**src/bba_pkg.sv**
```systemverilog
// Shared types and constants for the bitmap block allocator.
package bba_pkg;

   localparam int WORD_W    = 32;   // map bits fetched per memory word
   localparam int BIT_W     = 5;    // bit position within a word
   localparam int POS_W     = 10;   // block index width
   localparam int LIM_W     = 11;   // block count width, holds 1024
   localparam int CSR_IDX_W = 2;
   localparam int CSR_DAT_W = 11;
   localparam int MAP_LIMIT = 1024; // highest block count the index fields can address

   localparam logic [1:0] REQ_ALLOC = 2'd0;
   localparam logic [1:0] REQ_FREE  = 2'd1;
   localparam logic [1:0] REQ_MARK  = 2'd2;
   localparam logic [1:0] REQ_TEST  = 2'd3;

   localparam logic [1:0] STAT_OK     = 2'd0;
   localparam logic [1:0] STAT_NOFREE = 2'd1;
   localparam logic [1:0] STAT_RANGE  = 2'd2;

   localparam logic [CSR_IDX_W-1:0] CSR_FIRST_DATA = 2'd0;
   localparam logic [CSR_IDX_W-1:0] CSR_NUM_BLOCKS = 2'd1;

   typedef struct packed {
      logic             found;
      logic [BIT_W-1:0] bit_sel;
   } scan_result_type;

endpackage

```
**src/bba_word_scan.sv**
```systemverilog
// Finds the lowest free bit of one map word that lies inside a block range.
module bba_word_scan
   import bba_pkg::*;
#(
   parameter int WORD_AW = 5
) (
   input  logic [WORD_AW-1:0] word_addr,
   input  logic [WORD_W-1:0]  word_data,
   input  logic [LIM_W-1:0]   range_lo,
   input  logic [LIM_W-1:0]   range_hi,
   output scan_result_type    result
);

   logic [WORD_W-1:0] cand;

   always_comb begin
      logic [LIM_W-1:0] pos;
      for (int i = 0; i < WORD_W; i++) begin
         pos     = LIM_W'({word_addr, BIT_W'(i)});
         cand[i] = !word_data[i] && (pos >= range_lo) && (pos < range_hi);
      end
   end

   // Lowest candidate wins: the loop runs downwards through the word and keeps the last match.
   always_comb begin
      result.found   = 1'b0;
      result.bit_sel = '0;
      for (int i = WORD_W - 1; i >= 0; i--) begin
         if (cand[i]) begin
            result.found   = 1'b1;
            result.bit_sel = BIT_W'(i);
         end
      end
   end

endmodule

```
**src/bitmap_block_allocator.sv**
```systemverilog
// Top level of the bitmap block allocator: map memory, search pointer and sequencer.
//
//   channel  direction  signals                                    handshake
//   req      in         req_type, req_block_index                  req_valid / req_ready
//   rsp      out        rsp_status, rsp_result_block, rsp_was_used rsp_valid / rsp_ready
//   csr      in         csr_index, csr_wdata                       csr_we, no wait
//
// Free, mark and test go through the lookup, scan and response states; an index out of range,
// or an allocate with no data area, goes straight to the response state. An allocate reads the
// map one 32-bit word at a time from the search pointer up, through the single word-scan unit
// and the one map read port; a wrapping search goes on from the first data block and can read
// the pointer's word twice. Reset clears every word at once through per-word valid bits. A new
// transaction is accepted while a response still waits, and the block then stalls in its
// response state until the output register is free.
module bitmap_block_allocator
   import bba_pkg::*;
#(
   parameter int MAX_BLOCKS = 1024
) (
   input  logic                 clock,
   input  logic                 reset,
   input  logic                 req_valid,
   output logic                 req_ready,
   input  logic [1:0]           req_type,
   input  logic [POS_W-1:0]     req_block_index,
   output logic                 rsp_valid,
   input  logic                 rsp_ready,
   output logic [1:0]           rsp_status,
   output logic [POS_W-1:0]     rsp_result_block,
   output logic                 rsp_was_used,
   input  logic                 csr_we,
   input  logic [CSR_IDX_W-1:0] csr_index,
   input  logic [CSR_DAT_W-1:0] csr_wdata
);

   localparam int MAP_BITS = (MAX_BLOCKS < MAP_LIMIT) ? MAX_BLOCKS : MAP_LIMIT;
   localparam int WORDS    = (MAP_BITS + WORD_W - 1) / WORD_W;
   localparam int WORD_AW  = (WORDS > 1) ? $clog2(WORDS) : 1;

   typedef enum logic [3:0] {
      ST_IDLE   = 4'b0001,
      ST_LOOKUP = 4'b0010,
      ST_SCAN   = 4'b0100,
      ST_RESP   = 4'b1000
   } state_type;

   state_type          state_ff, state_in;
   logic [1:0]         rtype_ff, rtype_in;
   logic [POS_W-1:0]   idx_ff, idx_in;
   logic [POS_W-1:0]   ptr_ff, ptr_in;
   logic [POS_W-1:0]   fdb_ff, fdb_in;
   logic [LIM_W-1:0]   num_ff, num_in;
   logic [WORD_AW-1:0] cur_ff, cur_in;
   logic               phase_ff, phase_in;
   logic [1:0]         res_status_ff, res_status_in;
   logic [POS_W-1:0]   res_block_ff, res_block_in;
   logic               res_was_ff, res_was_in;
   logic               rsp_valid_ff, rsp_valid_in;
   logic [1:0]         rsp_status_ff, rsp_status_in;
   logic [POS_W-1:0]   rsp_block_ff, rsp_block_in;
   logic               rsp_was_ff, rsp_was_in;

   logic [WORD_W-1:0]  map_mem [WORDS];
   logic [WORDS-1:0]   valid_ff;
   logic [WORD_W-1:0]  rdata_ff;
   logic               word_valid_ff;
   logic [WORD_AW-1:0] rd_addr;
   logic               wr_en;
   logic [WORD_W-1:0]  wr_data;

   logic [LIM_W-1:0]   lim;
   logic [LIM_W-1:0]   fdb_ext;
   logic [LIM_W-1:0]   ptr_ext;
   logic [LIM_W-1:0]   scan_lo;
   logic [LIM_W-1:0]   scan_hi;
   logic [LIM_W-1:0]   scan_hi_m1;
   logic [WORD_AW-1:0] last_word;
   logic [WORD_W-1:0]  rword;
   logic [POS_W-1:0]   found_pos;
   logic               accept;
   scan_result_type    scan_res;

   assign req_ready        = (state_ff == ST_IDLE);
   assign accept           = req_valid && req_ready;
   assign rsp_valid        = rsp_valid_ff;
   assign rsp_status       = rsp_status_ff;
   assign rsp_result_block = rsp_block_ff;
   assign rsp_was_used     = rsp_was_ff;

   assign lim     = (num_ff < LIM_W'(MAP_BITS)) ? num_ff : LIM_W'(MAP_BITS);
   assign fdb_ext = {1'b0, fdb_ff};
   assign ptr_ext = {1'b0, ptr_ff};

   // The first pass runs from the pointer to the top, the second from the first data
   // block up to the pointer.
   assign scan_lo    = phase_ff ? fdb_ext : ptr_ext;
   assign scan_hi    = phase_ff ? ptr_ext : lim;
   assign scan_hi_m1 = scan_hi - LIM_W'(1);
   assign last_word  = scan_hi_m1[WORD_AW+BIT_W-1:BIT_W];

   // A word never written since reset reads as all free.
   assign rword     = word_valid_ff ? rdata_ff : '0;
   assign found_pos = POS_W'({cur_ff, scan_res.bit_sel});

   bba_word_scan #(
      .WORD_AW (WORD_AW)
   ) u_scan (
      .word_addr (cur_ff),
      .word_data (rword),
      .range_lo  (scan_lo),
      .range_hi  (scan_hi),
      .result    (scan_res)
   );

   always_comb begin
      logic [POS_W-1:0] start;
      logic [WORD_W-1:0] bit_mask;
      state_in      = state_ff;
      rtype_in      = rtype_ff;
      idx_in        = idx_ff;
      ptr_in        = ptr_ff;
      fdb_in        = fdb_ff;
      num_in        = num_ff;
      cur_in        = cur_ff;
      phase_in      = phase_ff;
      res_status_in = res_status_ff;
      res_block_in  = res_block_ff;
      res_was_in    = res_was_ff;
      rsp_valid_in  = rsp_valid_ff && !rsp_ready;
      rsp_status_in = rsp_status_ff;
      rsp_block_in  = rsp_block_ff;
      rsp_was_in    = rsp_was_ff;
      rd_addr       = cur_ff;
      wr_en         = 1'b0;
      wr_data       = rword;
      start         = (ptr_ext >= lim) ? fdb_ff : ptr_ff;
      bit_mask      = WORD_W'(1) << idx_ff[BIT_W-1:0];

      case (state_ff)
         ST_IDLE: begin
            if (csr_we) begin
               case (csr_index)
                  CSR_FIRST_DATA: begin
                     fdb_in = csr_wdata[POS_W-1:0];
                     ptr_in = csr_wdata[POS_W-1:0];
                  end
                  CSR_NUM_BLOCKS: num_in = csr_wdata;
                  default: ;
               endcase
            end
            if (accept) begin
               rtype_in = req_type;
               idx_in   = req_block_index;
               phase_in = 1'b0;
               if (req_type == REQ_ALLOC) begin
                  if (fdb_ext >= lim) begin
                     res_status_in = STAT_NOFREE;
                     res_block_in  = '0;
                     res_was_in    = 1'b0;
                     state_in      = ST_RESP;
                  end else begin
                     ptr_in   = start;
                     cur_in   = start[WORD_AW+BIT_W-1:BIT_W];
                     state_in = ST_LOOKUP;
                  end
               end else if ({1'b0, req_block_index} >= lim) begin
                  res_status_in = STAT_RANGE;
                  res_block_in  = req_block_index;
                  res_was_in    = 1'b0;
                  state_in      = ST_RESP;
               end else begin
                  cur_in   = req_block_index[WORD_AW+BIT_W-1:BIT_W];
                  state_in = ST_LOOKUP;
               end
            end
         end
         ST_LOOKUP: begin
            state_in = ST_SCAN;
         end
         ST_SCAN: begin
            if (rtype_ff != REQ_ALLOC) begin
               wr_en         = (rtype_ff == REQ_FREE) || (rtype_ff == REQ_MARK);
               wr_data       = (rtype_ff == REQ_FREE) ? (rword & ~bit_mask)
                                                      : (rword | bit_mask);
               res_status_in = STAT_OK;
               res_block_in  = idx_ff;
               res_was_in    = rword[idx_ff[BIT_W-1:0]];
               state_in      = ST_RESP;
            end else if (scan_res.found) begin
               wr_en         = 1'b1;
               wr_data       = rword | (WORD_W'(1) << scan_res.bit_sel);
               ptr_in        = found_pos;
               res_status_in = STAT_OK;
               res_block_in  = found_pos;
               res_was_in    = 1'b0;
               state_in      = ST_RESP;
            end else if (cur_ff == last_word) begin
               if (!phase_ff && (ptr_ff != fdb_ff)) begin
                  phase_in = 1'b1;
                  cur_in   = fdb_ff[WORD_AW+BIT_W-1:BIT_W];
                  rd_addr  = fdb_ff[WORD_AW+BIT_W-1:BIT_W];
               end else begin
                  res_status_in = STAT_NOFREE;
                  res_block_in  = '0;
                  res_was_in    = 1'b0;
                  state_in      = ST_RESP;
               end
            end else begin
               cur_in  = cur_ff + WORD_AW'(1);
               rd_addr = cur_ff + WORD_AW'(1);
            end
         end
         ST_RESP: begin
            if (!rsp_valid_ff || rsp_ready) begin
               rsp_valid_in  = 1'b1;
               rsp_status_in = res_status_ff;
               rsp_block_in  = res_block_ff;
               rsp_was_in    = res_was_ff;
               state_in      = ST_IDLE;
            end
         end
         default: state_in = ST_IDLE;
      endcase
   end

   always_ff @(posedge clock) begin
      if (reset) begin
         state_ff     <= ST_IDLE;
         ptr_ff       <= POS_W'(2);
         fdb_ff       <= POS_W'(2);
         num_ff       <= LIM_W'(MAP_LIMIT);
         phase_ff     <= 1'b0;
         rsp_valid_ff <= 1'b0;
      end else begin
         state_ff     <= state_in;
         ptr_ff       <= ptr_in;
         fdb_ff       <= fdb_in;
         num_ff       <= num_in;
         phase_ff     <= phase_in;
         rsp_valid_ff <= rsp_valid_in;
      end
   end

   always_ff @(posedge clock) begin
      rtype_ff      <= rtype_in;
      idx_ff        <= idx_in;
      cur_ff        <= cur_in;
      res_status_ff <= res_status_in;
      res_block_ff  <= res_block_in;
      res_was_ff    <= res_was_in;
      rsp_status_ff <= rsp_status_in;
      rsp_block_ff  <= rsp_block_in;
      rsp_was_ff    <= rsp_was_in;
   end

   // Map storage: one write and one registered read per cycle.
   always_ff @(posedge clock) begin
      if (wr_en) begin
         map_mem[cur_ff] <= wr_data;
      end
      rdata_ff      <= map_mem[rd_addr];
      word_valid_ff <= valid_ff[rd_addr];
   end

   always_ff @(posedge clock) begin
      if (reset) begin
         valid_ff <= '0;
      end else if (wr_en) begin
         valid_ff[cur_ff] <= 1'b1;
      end
   end

   // The search pointer never drops below the first data block.
   a_ptr_floor: assert property (@(posedge clock) disable iff (reset)
      ptr_ff >= fdb_ff)
      else $error("search pointer below first data block");

   // A block handed out by the scan lies inside the range of the current pass.
   a_found_in_range: assert property (@(posedge clock) disable iff (reset)
      (state_ff == ST_SCAN) && (rtype_ff == REQ_ALLOC) && scan_res.found
      |-> ({1'b0, found_pos} >= scan_lo) && ({1'b0, found_pos} < scan_hi))
      else $error("allocated block outside the search range");

   // An accepted transaction always takes the block out of the idle state in the cycle after it.
   a_busy_after_accept: assert property (@(posedge clock) disable iff (reset)
      accept |=> !req_ready)
      else $error("ready still high after accepting a transaction");

endmodule
```
**config.mk**
```make
export PLATFORM = sky130hd
export DESIGN_NAME = bitmap_block_allocator
export DESIGN_NICKNAME = d
export VERILOG_FILES = /design/src/bba_pkg.sv /design/src/bba_word_scan.sv /design/src/bitmap_block_allocator.sv
export SDC_FILE = /design/constraint.sdc
export NUM_CORES = 2
export LEC_CHECK = 0
export ABC_AREA = 1
export BUFFER_PORTS_ARGS = -buffer_cell sky130_fd_sc_hd__buf_2
export CAP_MARGIN = 10
export CELL_PAD_IN_SITES_DETAIL_PLACEMENT = 1
export CELL_PAD_IN_SITES_GLOBAL_PLACEMENT = 1
export CORE_AREA = 3 3 421 423
export CTS_BUF_LIST = sky130_fd_sc_hd__clkbuf_8
export CTS_CLUSTER_DIAMETER = 40
export CTS_CLUSTER_SIZE = 30
export DETAILED_ROUTE_END_ITERATION = 16
export DIE_AREA = 0 0 424 426
export GPL_TIMING_DRIVEN = 0
export PLACE_DENSITY_LB_ADDON = 0.1
export SETUP_SLACK_MARGIN = 0.4
export SLEW_MARGIN = 10
export SYNTH_ARGS = -nofsm -noshare
export SYNTH_HDL_FRONTEND = slang
export SYNTH_SLANG_ARGS = --single-unit
```
**constraint.sdc**
```tcl
create_clock -name clock -period 9.3 [get_ports clock]
set_clock_uncertainty 0.15 [all_clocks]
set_input_delay 1.395 -clock clock [delete_from_list [all_inputs] [get_ports clock]]
set_output_delay 1.395 -clock clock [all_outputs]
set_load 0.005 [all_outputs]
```
; Word level (Yosys, flattened, before mapping)
; Memory sizes are Yosys's and may differ from the RTL's. A register that Yosys moved wholly into a read port is not among the register bits.
; Index checks and enable logic that the tools add are counted.
[word_totals]
memories = 1
regBits = 113
ramBits = 1024
[op_classes]
mux = 115
n_addsub = 2
n_bitwise = 5
order_cmp = 72
eq_ne = 23
shifts = 2
n_reduce_logical = 119
[memory_table]
columns = name, words, width, read_ports, rd_ports_with_merged_regs, wr, line_no
row1 = map_mem, 32, 32, 1, 1, 1, bitmap_block_allocator.sv:63  ; logic [WORD_W-1:0] map_mem [WORDS];
[ops]
columns = op, count
row1 = $lt 10x11->1, 32
row2 = $ge 10x10->1, 32
row3 = $mux 6, 32
row4 = $mux 10, 17
row5 = $mux 32, 5
row6 = $or 32x32->32, 3
row7 = $logic_and 1x1->1, 68
row8 = $shl 1x5->32 const A, 2
row9 = $mux 5, 9
row10 = $pmux 10 s2, 2
row11 = $mux 4, 9
row12 = $logic_not 1->1, 35
row13 = $ge 10x11->1, 3
row14 = $and 32x32->32, 1
row15 = $not 32->32, 1
row16 = $mux 1, 23
row17 = $mux 11, 2
row18 = $lt 5x6->1 const B, 3
row19 = $mux 2, 8
row20 = $pmux 4 s4, 1
row21 = $ne 2x2->1 const B, 6
row22 = $reduce_and 4->1, 3
row23 = $reduce_and 6->1, 2
row24 = $lt 11x11->1 const B, 1
row25 = 27 further kinds, 38

; Logic depth before layout (Yosys ltp)
[logic_depth]
word_depth = 42
ltp_mapped = 49
ltp_nobuf = 47

; Hierarchy
; From an unflattened synthesis, not the netlist that was laid out.
[hier_totals]
cells_unflattened = 5716
area_unflattened_um2 = 54940.2
[by_module_without_submodules]
columns = mod, instances, cells_each, area_each_um2, seq_area_each_um2
row1 = bitmap_block_allocator, 1, 5387, 53306.1, 34082.7
row2 = bba_word_scan, 1, 329, 1634.1, 0.0

; Worst setup path after synthesis
; Ideal clock, no wire load.
[synth_timing]
path_kind = reg2reg
start = register phase_ff
end = memory map_mem[0][0], enable pin
t_arrival_ns = 5.036
path_stages_with_launch = 24
setup_ns = 0.423
path_buffers = 3
slack_ns = 3.692
cell_sequence = dfxtp_1 > buf_4 > buf_2 > clkbuf_1 > o21ai_0 > ha_1 > nand2_1 > nor2_1 > nand2_1 > a21oi_2 > a21oi_2 > inv_1 > nand2_1 > a2111oi_1 > nor2_1 > nand4_4 > nor2_4 > nand2_2 > inv_2 > nor2_1 > o21ai_0 > inv_1 > nand2_1 > nor2_1
[synth_via]
elab_chain_len = 41
[synth_lines]
columns = element, line_no
row1 = from (decl), bitmap_block_allocator.sv:54  ; logic phase_ff, phase_in;
row2 = from (signal assigned), bitmap_block_allocator.sv:239  ; phase_ff <= phase_in;
row3 = $mux 10, bitmap_block_allocator.sv:96  ; assign scan_lo = phase_ff ? fdb_ext : ptr_ext;
row4 = $ge 10x10->1, bba_word_scan.sv:20  ; cand[i] = !word_data[i] && (pos >= range_lo) && (pos < range_hi);
row5 = $logic_and 1x1->1 (2 in a row), bba_word_scan.sv:20
row6 = $mux 6 (31 in a row), bba_word_scan.sv:29  ; if (cand[i]) begin
row7 = $mux 6 *, bba_word_scan.sv:29
row8 = $mux 1 *, bitmap_block_allocator.sv:189  ; end else if (scan_res.found) begin
row9 = $mux 1 *, bitmap_block_allocator.sv:181  ; if (rtype_ff != REQ_ALLOC) begin
row10 = $mux 1 *, bitmap_block_allocator.sv:139  ; case (state_ff)
row11 = $mux 1 *, bitmap_block_allocator.sv:258  ; if (wr_en) begin
row12 = $mux 1 (not written as such) *, bitmap_block_allocator.sv:259  ; map_mem[cur_ff] <= wr_data;
row13 = to (decl), bitmap_block_allocator.sv:63
; Mark *: on every way between the ends. The rest lies on a longest branch, timed or not.

; Final worst setup path
[layout_timing]
start = register phase_ff
end = register rdata_ff[24], read port of map_mem
[layout_via]
elab_chain_len = 39
[layout_lines]
columns = element, line_no
row1 = $mux 10, bitmap_block_allocator.sv:96
row2 = $ge 10x10->1, bba_word_scan.sv:20
row3 = $logic_and 1x1->1 (2 in a row), bba_word_scan.sv:20
row4 = $mux 6 (32 in a row), bba_word_scan.sv:29
row5 = $mux 5 * (2 in a row), n/a
row6 = $mux 5 *, bitmap_block_allocator.sv:139
row7 = to (decl), bitmap_block_allocator.sv:65  ; logic [WORD_W-1:0] rdata_ff;
; Marks and branches as above.
; A chain may end at the register's enable or synchronous reset.

==> reports/metrics.yaml <==
detailed_routing:
  first_pass_iters: 5
  routed_via_density: 5.24
  drc: 0
  drtAntennaViolNets: 0
  drt_wl_total_um: 219000
  vias: 37900
  drt_iter0_markers: 3477
  wire_per_inst_um: 30.3
timing:
  finalCriticalPeriod_ps: 7960
  finalSetupViolations: 0
  hold_viol: 0
  relSlewSlack: 0.156
  worstMarginPinSlew_ps: 1270
  period_share: 0.856
  rsz0062_at_grt: "false"
  setup_ws_ps: 1340
  fmax_mhz: 126
  maxSlewViolCount: 0
grt:
  grt_usage: 0.240
  first_global_vias: 39000
  grt_first_pass_wirelength_um: 306000
  antenna_found_initial: 16
  overflow: 0
  grt_max_degree: 33
yosys:
  synth_edf_count: 1067
  ys_warn_count: 0
  syn_area_um2: 50400
  ys_ff_latch: 1169
  yosysSeqAreaShare: 0.676
  synthArstFlopShare: 0
  ys_types: 57
  synth_nets: 4452
  synth-main-ff-cell: "edfxtp_1"
  postSynthCellCount: 4375
  syn_area_per_cell_um2: 11.5
floorplanning:
  io_pins: 45
  die_y_um: 426
  start_util: 0.290
  rows: 153
  dieArea_um2: 181000
  die_w_um: 424
  core_um2: 174000
finish:
  nets: 4784
  regArea_um2: 34100
  layout-drive-gt1-share: 0.156
  nFillCells: 19000
  syn_to_final_growth_pct: 20.2
  multiInputGateArea_um2: 14500
critical_path:
  worst-r2r-setup-slack_ps: 1340
  path_max_fanout: 10
  startpoint: "phase_ff$_SDFFE_PP0P_"
  critical-path-max-stage-delay_ps: 1000
  regToRegEndpoint: "rdata_ff[24]$_DFF_P_"
  r2r_cells: 27
  crit_type: "flop to flop"
  end_kind: "flop"
  r2r-start: "phase_ff$_SDFFE_PP0P_"
  worstPathRequired_ps: 9970
  crit_arrival_ps: 8630
  critPathSlowestCell: "clkbuf_1"
  startpoint_type: "flop"
clock_tree:
  cts_buffer_depth: 3
  htreeDepth: 4
  clock_sinks: 1169
  postCtsSetupRepairBufs: 0
  clk_root_buffer_cell: "clkbuf_8"
  cts_tree: "done"
  cts_buffers: 216
  hold_buffers: 0
  cts.reportedPaths.clkPinSlew_ps: 70
  cts-resized-gates: 0
  insertion_delay_ps: 1010
placement:
  pre_cts_ws_ps: 1410
  port_buffers: 43
  dp_hpwl_um: 158000
  place_congestion: 0.857
pwr:
  ir_drop_v: 0.000152
  power_mw: 19.4
  p_leak_nw: 20.8
  power-per-cell-area_nw_per_um2: 320
worst_hold_path:
  hold_path.class: "flop to flop"
  min_delay_path_depth: 0
  hold_start: "res_block_ff[1]$_DFFE_PP_"
  min_to: "rsp_result_block[1]$_DFFE_PP_"
job:
  drv_cap: 0
outcome:
  outcome: "finished clean"
cell families (layout without fill, tap and decap cells):
logic type / count (synthesis) / count (layout) / synth area share
compound gates: 1166 / 1166 / 0.146
xor+xnor: 13 / 13 / 0.00226
fa+ha+maj: 47 / 47 / 0.0117
buf+inv: 497 / 1022 / 0.0426
flops: 1169 / 1169 / 0.676
other cells: 0 / 8 / 0
simple gates: 1483 / 1483 / 0.121
per-layer routing:
layer	global-route usage	share of wire
met4	0.0627	0.026
met2	0.416	0.49
met3	0.0304	0.041
met1	0.316	0.44
met5	0	0.00018
worst max-delay path: cells and delay by family (launching register included):
kind	cells	cell delay (ps)
DFF	1	340
AOI/OAI and AO/OA	8	2550
buffers and inverters	7	2610
and+or+nand+nor	11	1780
adders and majority gates	1	320
state kept, by name, indices dropped and copies added, names as in the netlist, 2 cells and up, named ones only:
signal            flops
state_ff              4
map_mem            1024
idx_ff               10
cur_ff                4
res_status_ff         2
rtype_ff              2
num_ff               11
rsp_result_block     10
ptr_ff               10
rdata_ff             32
rsp_status            2
fdb_ff               10
valid_ff             32
res_block_ff         10
how the worst max path moves through the flow:
stage          cells after the start                        to  slack [ps]
2_1_floorplan                     23   map_mem[0][0]$_DFFE_PP_        3690
3_3_place_gp                      23  map_mem[0][17]$_DFFE_PP_        -700
3_5_place_dp                      27      rdata_ff[24]$_DFF_P_        1410
4_1_cts                           27      rdata_ff[24]$_DFF_P_        1390
5_1_grt                           27      rdata_ff[24]$_DFF_P_         980
6_report                          27      rdata_ff[24]$_DFF_P_        1340
final cells by class:
cell class | instances | area share
timing repair buffer | 114 | 0.0279
tap | 2325 | 0.0480
multi-input combinational | 2709 | 0.240
inverter | 219 | 0.0137
clock buffer | 220 | 0.0500
sequential | 1169 | 0.563
antenna | 8 | 0.000330
clock inverter | 191 | 0.0357
buffer | 278 | 0.0217
metrics by stage:
| step | instances | TNS (ps) | hold WS [ps] | area, um^2 | utilization |
|---|---|---|---|---|---|
| 2_1_floorplan | 4375 | 0 | 250 | 50400 | - |
| 3_3_place_gp | 6743 | -312980 | 251 | 53500 | 0.308 |
| 3_5_place_dp | 6814 | 0 | 256 | 55300 | 0.318 |
| 4_1_cts | 7225 | 0 | 269 | 60500 | 0.348 |
| 5_1_grt | 7229 | 0 | 276 | 60600 | 0.348 |
| 6_report | 7233 | 0 | 272 | 60600 | 0.349 |
power breakdown:
| part | internal [mW] | switching [mW] | total [mW] |
|---|---|---|---|
| combinational | 1.48 | 5.16 | 6.64 |
| clock | 3.29 | 2.64 | 5.93 |
| sequential | 6.64 | 0.145 | 6.79 |
| total | 11.4 | 7.95 | 19.4 |
synth_stat cells (20+ instances only):
cell      count  area [um^2]
nand2_1     445         1670
inv_1       198          743
nand3_1     237         1190
nor4_1       20          125
o21ai_1      63          315
buf_2       132          661
o221ai_1    268         2350
o21a_1       65          488
ha_1         47          588
nand4_1      23          144
clkbuf_1    107          402
nor2_1      717         2690
o21ai_0     591         2960
dfxtp_1     102         2040
edfxtp_1   1067        32000
a21oi_1      60          300
o211ai_1     24          180
placed cells by master, fill, tap and decap left out, types with 107 or more instances in the layout:
cell      Yosys  routed
buf_2       132     175
clkbuf_1    107     107
edfxtp_1   1067    1067
nand2_1     445     415
nor2_1      717     684
nand3_1     237     237
o21ai_0     591     590
clkbuf_8      0     220
o221ai_1    268     268
inv_1       198     214
Power figures use the tool's default switching activity.
